## config.mk

```make
export PLATFORM = sky130hd
export DESIGN_NAME = bpic_ctrl
export DESIGN_NICKNAME = d
export VERILOG_FILES = /design/src/hw/rtl/bpic_pkg.sv /design/src/hw/rtl/bpic_ctrl.sv
export SDC_FILE = /design/constraint.sdc
export NUM_CORES = 1
export LEC_CHECK = 0
export ABC_AREA = 0
export BUFFER_PORTS_ARGS = -buffer_cell sky130_fd_sc_hd__buf_2
export CORE_UTILIZATION = 29
export CTS_CLUSTER_DIAMETER = 80
export CTS_CLUSTER_SIZE = 28
export DETAILED_ROUTE_END_ITERATION = 12
export PLACE_DENSITY_LB_ADDON = 0.08
export SETUP_SLACK_MARGIN = 0.2
export SYNTH_ARGS = -nofsm -noshare
export SYNTH_HDL_FRONTEND = slang
export SYNTH_SLANG_ARGS = --single-unit
```

## constraint.sdc

```tcl
create_clock -name i_clk -period 3.4 [get_ports i_clk]
set_input_delay 0.51 -clock i_clk [delete_from_list [all_inputs] [get_ports i_clk]]
set_output_delay 0.51 -clock i_clk [all_outputs]
set_load 0.02 [all_outputs]
```

## src/hw/rtl/bpic_pkg.sv

```systemverilog
`timescale 1ns / 1ps

package bpic_pkg;

    localparam int MaxW = 256;
    localparam int MaxH = 256;
    localparam int ColW = $clog2(MaxW);
    localparam int RowW = $clog2(MaxH);
    localparam int AddrW = ColW + RowW;
    localparam int SizeW = 9;

    localparam logic [1:0] CMD_LOAD = 2'd0;
    localparam logic [1:0] CMD_CLEAN = 2'd1;
    localparam logic [1:0] CMD_READ = 2'd2;

    localparam logic REG_WIDTH = 1'b0;
    localparam logic REG_HEIGHT = 1'b1;

    // neighborhood slot numbering: 0 center, 1 e, 2 w, 3 n(row+1), 4 s(row-1),
    // 5 ne(c+1,r+1), 6 sw(c-1,r-1), 7 se(c+1,r-1), 8 nw(c-1,r+1)
    localparam int NbN = 9;
    localparam int SlotW = 4;

    typedef enum logic [3:0] {
        ST_IDLE,
        ST_MEMOP,
        ST_CRN_RD,
        ST_CRN_WAIT,
        ST_CRN_WR,
        ST_PX_RD,
        ST_PX_WAIT,
        ST_PX_WR,
        ST_RESP
    } t_state;

    typedef struct packed {
        logic       load_item;
        logic       clr_slot;
        logic       inc_slot;
        logic       capture;
        logic       first_corner;
        logic       next_corner;
        logic       first_px;
        logic       next_px;
        logic       calc_corner;
        logic       calc_px;
        logic       do_mem;
        logic [1:0] resp_kind;
    } t_cmd;

    typedef struct packed {
        logic slot_last;
        logic corner_last;
        logic px_last;
        logic wr_left;
    } t_sts;

    localparam logic [1:0] RESP_ITEM = 2'd0;
    localparam logic [1:0] RESP_CLEAN = 2'd1;

endpackage

```

## src/hw/rtl/bpic_ctrl.sv

```systemverilog
`timescale 1ns / 1ps

module bpic_ctrl (
    input  logic              i_clk,
    input  logic              i_rst_n,
    input  logic              i_valid,
    input  logic [1:0]        i_cmd,
    input  logic              i_out_free,
    input  bpic_pkg::t_sts    i_sts,
    output logic              o_ready,
    output bpic_pkg::t_cmd    o_cmd
);

    bpic_pkg::t_state r_state, n_state;

    always_ff @(posedge i_clk) begin
        if (!i_rst_n) begin
            r_state <= bpic_pkg::ST_IDLE;
        end else begin
            r_state <= n_state;
        end
    end

    always_comb begin
        n_state = r_state;
        case (r_state)
            bpic_pkg::ST_IDLE: begin
                if (i_valid) begin
                    if (i_cmd == bpic_pkg::CMD_CLEAN) begin
                        n_state = bpic_pkg::ST_CRN_RD;
                    end else begin
                        n_state = bpic_pkg::ST_MEMOP;
                    end
                end
            end
            bpic_pkg::ST_MEMOP: begin
                if (i_out_free) n_state = bpic_pkg::ST_IDLE;
            end
            bpic_pkg::ST_CRN_RD: begin
                if (i_sts.slot_last) n_state = bpic_pkg::ST_CRN_WAIT;
            end
            bpic_pkg::ST_CRN_WAIT: n_state = bpic_pkg::ST_CRN_WR;
            bpic_pkg::ST_CRN_WR: begin
                if (i_sts.corner_last) n_state = bpic_pkg::ST_PX_RD;
                else n_state = bpic_pkg::ST_CRN_RD;
            end
            bpic_pkg::ST_PX_RD: begin
                if (i_sts.slot_last) n_state = bpic_pkg::ST_PX_WAIT;
            end
            bpic_pkg::ST_PX_WAIT: n_state = bpic_pkg::ST_PX_WR;
            bpic_pkg::ST_PX_WR: begin
                if (!i_sts.wr_left) begin
                    if (i_sts.px_last) n_state = bpic_pkg::ST_RESP;
                    else n_state = bpic_pkg::ST_PX_RD;
                end
            end
            bpic_pkg::ST_RESP: begin
                if (i_out_free) n_state = bpic_pkg::ST_IDLE;
            end
            default: n_state = bpic_pkg::ST_IDLE;
        endcase
    end

    always_comb begin
        o_cmd = '0;
        o_ready = 1'b0;
        case (r_state)
            bpic_pkg::ST_IDLE: begin
                o_ready = 1'b1;
                o_cmd.load_item = i_valid;
                o_cmd.clr_slot = 1'b1;
                o_cmd.first_corner = 1'b1;
                o_cmd.first_px = 1'b1;
            end
            bpic_pkg::ST_MEMOP: begin
                o_cmd.do_mem = i_out_free;
                o_cmd.resp_kind = bpic_pkg::RESP_ITEM;
            end
            bpic_pkg::ST_CRN_RD, bpic_pkg::ST_PX_RD: begin
                o_cmd.inc_slot = 1'b1;
                o_cmd.capture = 1'b1;
            end
            bpic_pkg::ST_CRN_WAIT, bpic_pkg::ST_PX_WAIT: begin
                o_cmd.capture = 1'b1;
                o_cmd.clr_slot = 1'b1;
            end
            bpic_pkg::ST_CRN_WR: begin
                o_cmd.calc_corner = 1'b1;
                o_cmd.next_corner = 1'b1;
            end
            bpic_pkg::ST_PX_WR: begin
                o_cmd.calc_px = 1'b1;
                o_cmd.inc_slot = 1'b1;
                o_cmd.next_px = !i_sts.wr_left;
            end
            bpic_pkg::ST_RESP: begin
                o_cmd.do_mem = i_out_free;
                o_cmd.resp_kind = bpic_pkg::RESP_CLEAN;
            end
            default: o_cmd = '0;
        endcase
    end

endmodule

```

==> impl_metrics.py, run 1 <==
metrics = {
    "worst_setup_path": {
        "cp_data_required_time_ns": 2.89,
        "critPathMaxFanout": 21,
        "r2r_cells": 4,
        "crit_type": "register to primary output",
        "cp-end-kind": "primary output",
        "crit_arrival_ns": 1.69,
        "start_kind": "register",
        "rrSetupSlack_ns": 1.67,
        "crit_end": "o_cmd[9]",
        "critPathLaunch": "r_state[0]",
        "r2r_start": "r_state[0]",
        "reg2reg_to": "r_state[3]",
    },
    "worst_hold_path": {
        "hp-class": "input pin to register",
        "hold_depth": 2,
    },
    "layout": {
        "antenna_cells": 0,
        "top_regs": "r_state x4",
        "largest_register_ffs": 4,
        "fillers": 203,
        "areaGrowthSynthToFinish_pct": 14.9,
        "drive_gt1_share_pct": 34.1,
        "fin_nets": 100,
        "top_register": "r_state",
        "final_core_util_pct": 35.9,
    },
    "route": {
        "ant_nets": 0,
        "drc": 0,
        "drt_iter0_markers": 13,
        "avgViaCountPerCell": 4.89,
        "routed_wl_mm": 1.25,
        "drtPass1Iterations": 3,
        "wire_per_inst_um": 11.1,
        "num_vias": 553,
    },
    "pwr": {
        "p_seq_share_pct": 28.6,
        "p_per_area_nw_per_um2": 598,
        "leakagePower_nw": 0.272,
        "switchingPower_w": 0.000191,
        "p_int_w": 0.000184,
        "p_sw_share_pct": 50.9,
        "p_clk_share_pct": 15.6,
        "power_frac_comb_pct": 55.8,
        "p_total_w": 0.000375,
        "vdd_drop_max_v": 0.000455,
    },
    "timing": {
        "hold_violations": 0,
        "setup_viol": 0,
        "maxSlewViolCount": 0,
        "fmax_ghz": 0.455,
        "clock_skew_ns": 0.00249,
        "rsz0062_at_grt": "no",
        "final.period_utilization_pct": 64.7,
        "relSlewSlack_pct": 51.7,
        "tightest_slew_ns": 0.724,
        "setup_tns_ns": 0,
        "finalCriticalPeriod_ns": 2.20,
    },
    "floorplan": {
        "start_util_pct": 31.3,
        "std_cell_rows": 15,
        "coreArea_um2": 1750,
        "ios": 24,
        "die_area_um2": 2060,
        "dieWidth_um": 45.4,
        "fp.dieH_um": 45.4,
    },
    "clocking": {
        "clock-root-buffer": "clkbuf_4",
        "cts_tree": "yes",
        "clock_latency_ns": 0.23,
        "clock_path_buffers": 2,
        "cts_sinks": 4,
        "cts_resized": 0,
        "cts_setup_buffers": 0,
        "clk_pin_slew_ns": 0.04,
        "cts_buffers": 3,
        "cts_hold_buf": 0,
        "htreeDepth": 1,
    },
    "logic_synthesis": {
        "synth-edff-count": 0,
        "synthesis.nets": 84,
        "synth_top_family_by_area": "simple AND/OR/NAND/NOR gates",
        "synthArstFlopShare_pct": 0,
        "yosys.cell_types.count": 38,
        "ys_ff_latch": 4,
        "synth_cells": 74,
        "synth_area_leaders": "dfxtp_1 15%, buf_6 6.2%, mux2i_1 5.5%",
        "synth.largest_area_cell": "dfxtp_1",
        "synth-compound-area-share_pct": 21.1,
        "yosysWarningCount": 0,
        "synth_xor_area_share_pct": 3.21,
        "synth_adder_area_share_pct": 0,
        "postSynthAreaPerCell_um2": 7.37,
        "muxShareOfSynthArea_pct": 5.50,
        "yosysTopAreaCellShare_pct": 14.7,
        "yosys.area_share.simple_pct": 36.9,
        "syn_area_um2": 546,
        "ys_seq_area_share_pct": 14.7,
        "synth_top_flop_cell": "dfxtp_1",
    },
    "grt": {
        "antenna_found_initial": 0,
        "grt_overflow": 0,
        "grt_pass1_vias": 499,
        "grtUsageTotal_pct": 13.7,
        "grt_max_degree": 22,
        "grt_pass1_wl_mm": 2.08,
    },
    "job": {
        "drv_cap": 0,
    },
    "placed_design": {
        "place_congestion": 0.727,
        "io_buffer_count": 22,
        "dp_hpwl_um": 893,
    },
    "run_status": {
        "outcome": "completed",
    },
}
-- worst min path at each step --
stage / slack [ns] / endpoint / start
2_1_floorplan: 0.63 / r_state[3] / i_rst_n
4_1_cts: 0.56 / r_state[3] / i_rst_n
6_report: 0.57 / r_state[3] / i_rst_n
3_3_place_gp: 0.78 / r_state[2] / r_state[2]
5_1_grt: 0.58 / r_state[3] / i_rst_n
3_5_place_dp: 0.77 / r_state[2] / r_state[2]
-- Yosys cell counts (all sizes together), types with 3 or more instances --
| library cell | count |
|---|---|
| nand2 | 6 |
| buf | 10 |
| a21oi | 4 |
| mux2i | 3 |
| nor4 | 3 |
| dfxtp | 4 |
| nor3 | 3 |
| nand2b | 3 |
| nor2 | 6 |
-- power groups by stage --
stage               clock network [W]  logic, W  registers [W]
finish                      0.0000585  0.000209       0.000107
floorplan                           0  0.000232      0.0000631
global route                0.0000664  0.000235       0.000113
CTS                         0.0000622  0.000211       0.000107
global placement                    0  0.000210       0.000108
detailed placement                  0  0.000211       0.000107
-- stage by stage --
stage | worst slack [ns] | area, um2 | cells | hold WS [ns]
2_1_floorplan | 1.05 | 546 | 74 | 0.632
3_3_place_gp | 1.46 | 604 | 110 | 0.779
3_5_place_dp | 1.44 | 604 | 110 | 0.769
4_1_cts | 1.17 | 627 | 113 | 0.556
5_1_grt | 1.05 | 627 | 113 | 0.578
6_report | 1.20 | 627 | 113 | 0.566
-- placed cells by master, fill, tap and decap left out, types with 3 or more instances in the layout --
cell type and n:
buf_2 22, nand2_1 6, clkbuf_4 3, nand2b_1 3, dfxtp_1 4, mux2i_1 3
nor3_1 3, a21oi_1 4, nor2_1 6
-- critical path: stages, from the launching register on --
cell     delay [ns]
dfxtp_1        0.78
nand2_1        0.22
xor2_1         0.19
nor2_1         0.10
buf_2          0.17
-- logic make-up after synthesis --
| kind of cell | count (synthesis) |
|---|---|
| multiplexers | 3 |
| other | 1 |
| AO/OA/AOI/OAI | 16 |
| buffers and inverters | 15 |
| XOR/XNOR | 2 |
| AND/OR/NAND/NOR | 33 |
| flip-flops | 4 |
-- cell type report --
class | count | area [um2] | share of cell area, %
multi-input combinational | 55 | 368 | 58.7
clock buffer | 3 | 22.5 | 3.59
timing repair buffer | 22 | 110 | 17.6
sequential | 4 | 80.1 | 12.8
inverter | 4 | 15.0 | 2.40
tap | 25 | 31.3 | 4.99
-- metal layers --
metal | vias up | track usage (%) | wire, um
li1 | 285 | - | -
met1 | 253 | 18.0 | 609
met2 | 13 | 22.0 | 592
met3 | 2 | 1.19 | 36
met4 | 0 | 7.27 | 16
met5 | - | 0 | 0
Power figures use the tool's default switching activity.
==> run 2: changes to the inputs <==
ABC_AREA = 1   (was 0)
clock period = 1.8 ns   (was 3.4 ns; I/O delays follow)
==> impl_metrics.py, run 2 <==
metrics = {
    "run_status": {
        "outcome": "completed",
    },
    "pwr": {
        "power_frac_comb_pct": 73.4,
        "p_seq_share_pct": 16.7,
        "leakagePower_nw": 0.413,
        "p_per_area_nw_per_um2": 1630,
        "switchingPower_w": 0.000595,
        "vdd_drop_max_v": 0.000819,
        "p_clk_share_pct": 10.0,
        "p_sw_share_pct": 52.5,
        "p_int_w": 0.000539,
    },
    "worst_hold_path": {
        "min_from": "i_rst_n",
        "hold_depth": 3,
        "hp-class": "input pin to register",
    },
    "timing": {
        "setup_viol": 0,
        "hold_violations": 0,
        "fmax_ghz": 0.644,
        "maxSlewViolCount": 0,
        "rsz0062_at_grt": "yes",
        "finalCriticalPeriod_ns": 1.55,
        "clock_skew_ns": 0.00269,
        "final.period_utilization_pct": 86.2,
        "setup_tns_ns": 0,
    },
    "worst_setup_path": {
        "r2r_cells": 9,
        "crit_family": "flip-flops",
        "crit_type": "register to primary output",
        "critPathLaunch": "r_state[1]",
        "cp_data_required_time_ns": 1.53,
        "critPathMaxFanout": 6,
        "crit_top_cell": "buf_4",
        "cp-end-kind": "primary output",
        "cpMaxStageDelayCell": "dfxtp_4",
        "r2r_start": "r_state[3]",
        "cp_cell_sequence": "nor2_4 > buf_4 > nand3_2 > a21oi_1 > buf_4",
        "cp_slowest_stage_delay_ns": 0.36,
        "start_kind": "register",
        "crit_arrival_ns": 1.28,
        "cp.buffers_inverters": 2,
        "cp.depth": 5,
    },
    "grt": {
        "grt_overflow": 0,
        "grt_pass1_vias": 476,
        "antenna_found_initial": 0,
        "grt_max_degree": 7,
        "grtUsageTotal_pct": 14.5,
        "grt_pass1_wl_mm": 1.98,
    },
    "route": {
        "routed_wl_mm": 1.26,
        "route.met2.wl_um": 578,
        "met1_length_um": 606,
        "drtPass1Iterations": 4,
        "ant_nets": 0,
        "routed-wl-met3_um": 71,
        "drc": 0,
        "wire_per_inst_um": 9.80,
        "drt_iter0_markers": 17,
        "num_vias": 594,
        "top_layer": "met3",
        "avgViaCountPerCell": 4.64,
    },
    "placed_design": {
        "place_congestion": 0.840,
        "io_buffer_count": 22,
        "dpl-instance-area_um2": 577,
        "dp_hpwl_um": 988,
    },
    "clocking": {
        "htreeDepth": 1,
        "clock-root-buffer": "clkbuf_4",
        "clock_path_buffers": 2,
        "clock_latency_ns": 0.24,
        "cts_sinks": 4,
        "cts_buffers": 3,
        "cts_tree": "yes",
        "clk_pin_slew_ns": 0.04,
        "cts_hold_buf": 0,
    },
    "layout": {
        "fin_nets": 124,
        "largest_register_ffs": 4,
        "antenna_cells": 0,
        "final_common_cell": "buf_2",
        "fillers": 164,
        "mostFrequentLayoutCells": "19 x buf_2, 15 x inv_1, 14 x nand2_1",
        "final_cell_area_um2": 694,
        "areaGrowthSynthToFinish_pct": 45.7,
        "top_regs": "r_state x4",
        "top_register": "r_state",
        "drive_gt1_share_pct": 50.9,
    },
    "logic_synthesis": {
        "yosysTopAreaCellShare_pct": 16.8,
        "yosysMostFrequentCell": "inv_1",
        "synthTopCellsByCount": "16 x inv_1, 14 x nand2_1, 10 x nor2_1",
        "ys_ff_latch": 4,
        "synth_cells": 84,
        "synth-edff-count": 0,
        "synthArstFlopShare_pct": 0,
        "synth.largest_area_cell": "dfxtp_1",
        "synthesis.nets": 94,
        "synth_top_flop_cell": "dfxtp_1",
        "yosysWarningCount": 0,
        "syn_area_um2": 477,
        "synth_area_leaders": "dfxtp_1 17%, inv_1 13%, nand2_1 11%",
        "yosys.cell_types.count": 18,
        "postSynthAreaPerCell_um2": 5.68,
        "ys_seq_area_share_pct": 16.8,
    },
    "floorplan": {
        "start_util_pct": 31.3,
        "fp.dieH_um": 42.5,
        "ios": 24,
        "std_cell_rows": 14,
        "die_area_um2": 1810,
        "dieWidth_um": 42.5,
        "coreArea_um2": 1520,
    },
    "job": {
        "drv_cap": 0,
    },
}
[run 2: area by class of cell]
| type | count | area, um2 | area share (%) |
|---|---|---|---|
| Tap cell | 16 | 20.0 | 2.88 |
| Multi-Input combinational cell | 56 | 314 | 45.2 |
| Sequential cell | 4 | 92.6 | 13.3 |
| Timing Repair Buffer | 29 | 170 | 24.5 |
| Inverter | 20 | 75.1 | 10.8 |
| Clock buffer | 3 | 22.5 | 3.24 |
[run 2: cell families (layout without fill, tap and decap cells)]
kind of cell / Yosys count / count (layout) / synth area share [%]
flip-flops: 4 / 4 / 16.8
buffers and inverters: 24 / 52 / 22.0
other: 1 / 1 / 0.787
AO/OA/AOI/OAI: 6 / 6 / 6.82
AND/OR/NAND/NOR: 49 / 49 / 53.5
[run 2: worst min-delay path: stages]
cell and delay [ns]:
buf_2 0.10, o21ai_0 0.06, nor2_1 0.04
[run 2: power by group through the flow]
stage | clock network [W] | registers (W) | logic, W
floorplan | 0 | 0.000151 | 0.000576
global placement | 0 | 0.000160 | 0.000712
detailed placement | 0 | 0.000160 | 0.000710
CTS | 0.000118 | 0.000177 | 0.000720
global route | 0.000120 | 0.000196 | 0.000906
finish | 0.000113 | 0.000189 | 0.000832
[run 2: what timing repair did]
action,CTS,global route
setup buffers,0,7
pin swaps,1,5
resized for setup,7,9
setup endpoints to repair,4,4
[run 2: path summary, 6_finish.rpt]
kind	endpoint	slack (ns)
min reg2reg	r_state[2]	0.51
min	r_state[3]	0.27
max	o_cmd[2]	0.25
max reg2reg	r_state[2]	0.52
[run 2: metrics by stage]
stage	cells	hold slack (ns)	setup WS (ns)	power, W	utilization [%]
after floorplan	84	0.406	0.259	0.000727	-
after global placement	118	0.502	0.344	0.000871	37.8
after detailed placement	118	0.510	0.350	0.000870	37.8
after CTS	121	0.272	0.225	0.00101	40.6
after global routing	128	0.286	0.191	0.00122	45.6
final	128	0.275	0.248	0.00113	45.6
[run 2: per-layer routing]
layer / track usage [%] / vias up
li1: - / 311
met1: 17.6 / 264
met2: 22.8 / 19
met3: 6.90 / 0
met4: 3.75 / 0
met5: 0 / -
==> run 3: changes to the inputs <==
CELL_PAD_IN_SITES_DETAIL_PLACEMENT = 1   (was default)
CELL_PAD_IN_SITES_GLOBAL_PLACEMENT = 1   (was default)
CORE_UTILIZATION = 24   (was 29)
==> impl_metrics.py, run 3 (synthesis results as in run 2) <==
metrics = {
    "placed_design": {
        "dpl-instance-area_um2": 588,
        "dp_hpwl_mm": 1.15,
        "dpl.cell_count": 127,
        "place_congestion": 0.774,
        "io_buffer_count": 22,
    },
    "clocking": {
        "clock_path_buffers": 2,
        "cts_hold_buf": 0,
        "htreeDepth": 1,
        "cts_buffers": 3,
        "clock-root-buffer": "clkbuf_4",
        "cts_tree": "yes",
        "clock_latency_ns": 0.23,
        "clk_pin_slew_ns": 0.03,
        "cts_sinks": 4,
    },
    "pwr": {
        "switchingPower_w": 0.000606,
        "vdd_drop_max_v": 0.000809,
        "p_clk_share_pct": 9.6,
        "power_frac_comb_pct": 74.2,
        "p_sw_share_pct": 52.9,
        "p_seq_share_pct": 16.3,
        "p_int_w": 0.000539,
        "leakagePower_nw": 0.410,
        "p_per_area_nw_per_um2": 1610,
    },
    "worst_setup_path": {
        "start_kind": "register",
        "critPathLaunch": "r_state[3]",
        "crit_type": "register to primary output",
        "r2r_start": "r_state[1]",
        "r2r_cells": 8,
        "crit_end": "o_cmd[11]",
        "reg2reg_to": "r_state[1]",
        "crit_arrival_ns": 1.25,
        "critPathMaxFanout": 4,
        "cp-end-kind": "primary output",
        "cp_data_required_time_ns": 1.53,
        "rrSetupSlack_ns": 0.55,
    },
    "route": {
        "drt_iter0_markers": 3,
        "wire_per_inst_um": 10.3,
        "routed_wl_mm": 1.40,
        "drc": 0,
        "ant_nets": 0,
        "num_vias": 586,
        "avgViaCountPerCell": 4.34,
        "drtPass1Iterations": 3,
    },
    "layout": {
        "drive_gt1_share_pct": 53.6,
        "fin_nets": 122,
        "areaGrowthSynthToFinish_pct": 49.1,
        "final_cell_area_um2": 711,
        "final_cell_count_no_fill": 135,
        "top_regs": "r_state x4",
        "top_register": "r_state",
        "final_core_util_pct": 39.4,
        "mostFrequentLayoutCells": "20 x buf_2, 13 x nand2_1, 13 x inv_1",
        "largest_register_ffs": 4,
        "final_common_cell": "buf_2",
        "antenna_cells": 0,
    },
    "timing": {
        "maxSlewViolCount": 0,
        "fmax_ghz": 0.658,
        "finalCriticalPeriod_ns": 1.52,
        "whs_ns": 0.290,
        "final.period_utilization_pct": 84.4,
        "rsz0062_at_grt": "no",
        "setup_viol": 0,
        "hold_violations": 0,
        "setup_tns_ns": 0,
        "clock_skew_ns": 0.000383,
    },
    "run_status": {
        "outcome": "completed",
    },
    "grt": {
        "grtUsageTotal_pct": 14.4,
        "grt_max_degree": 7,
        "grt_overflow": 0,
        "antenna_found_initial": 0,
        "grt_pass1_vias": 515,
        "grt_pass1_wl_mm": 2.09,
    },
    "floorplan": {
        "coreArea_um2": 1800,
        "die_area_um2": 2170,
        "ios": 24,
        "std_cell_rows": 15,
        "dieWidth_um": 46.6,
        "start_util_pct": 26.5,
        "fp.dieH_um": 46.6,
    },
    "worst_hold_path": {
        "hp-class": "input pin to register",
    },
    "job": {
        "drv_cap": 0,
    },
}
## run 3: cell count changes in the layout (fill, tap and decap cells not counted), sizes merged
cell	change
buf	-2
## run 3: worst min path at each step
stage / from / end / cells past startpoint
4_1_cts: i_rst_n / r_state[3] / 3
2_1_floorplan: i_rst_n / r_state[3] / 2
5_1_grt: i_rst_n / r_state[3] / 3
3_3_place_gp: r_state[2] / r_state[2] / 2
6_report: i_rst_n / r_state[3] / 3
3_5_place_dp: r_state[2] / r_state[2] / 2
## run 3: per-stage QoR
step	total power (W)	worst slack (ns)
after global routing	0.00125	0.195
after global placement	0.000881	0.357
after CTS	0.00102	0.233
after floorplan	0.000727	0.259
final	0.00114	0.281
after detailed placement	0.000877	0.349
## run 3: per-layer routing
metal	vias up	share of wire [%]	track usage, %
li1	303	-	-
met1	265	47	17.6
met2	15	48	23.3
met3	3	2.5	2.35
met4	0	1.9	8.82
met5	-	0	0
## run 3: area by class of cell
cell class / instances / area [um2]
clock buffers: 3 / 22.5
fillers: 260 / 1090
inverters: 20 / 75.1
repair buffers: 27 / 156
flip-flops and latches: 4 / 95.1
well taps: 25 / 31.3
multi-input cells: 56 / 330
## run 3: power groups by stage
stage | sequential (W) | combinational, W | clock [W]
3_5_place_dp | 0.000160 | 0.000717 | 0
3_3_place_gp | 0.000159 | 0.000722 | 0
4_1_cts | 0.000174 | 0.000728 | 0.000115
5_1_grt | 0.000192 | 0.000929 | 0.000128
2_1_floorplan | 0.000151 | 0.000576 | 0
6_report | 0.000186 | 0.000849 | 0.000110
## run 3: critical path, cell delays in order (launching register included)
cell and delay [ns]:
dfxtp_4 0.36, inv_1 0.11, nand2_4 0.08, nor3_4 0.20
nand3b_1 0.15, buf_6 0.12
## run 3: repair_timing
action | 4_1_cts | 5_1_grt
resized for setup | 7 | 16
buffers inserted | 0 | 5
pin swaps | 1 | 5
setup endpoints to repair | 3 | 5
endpoints found under the hold margin | 0 | 0
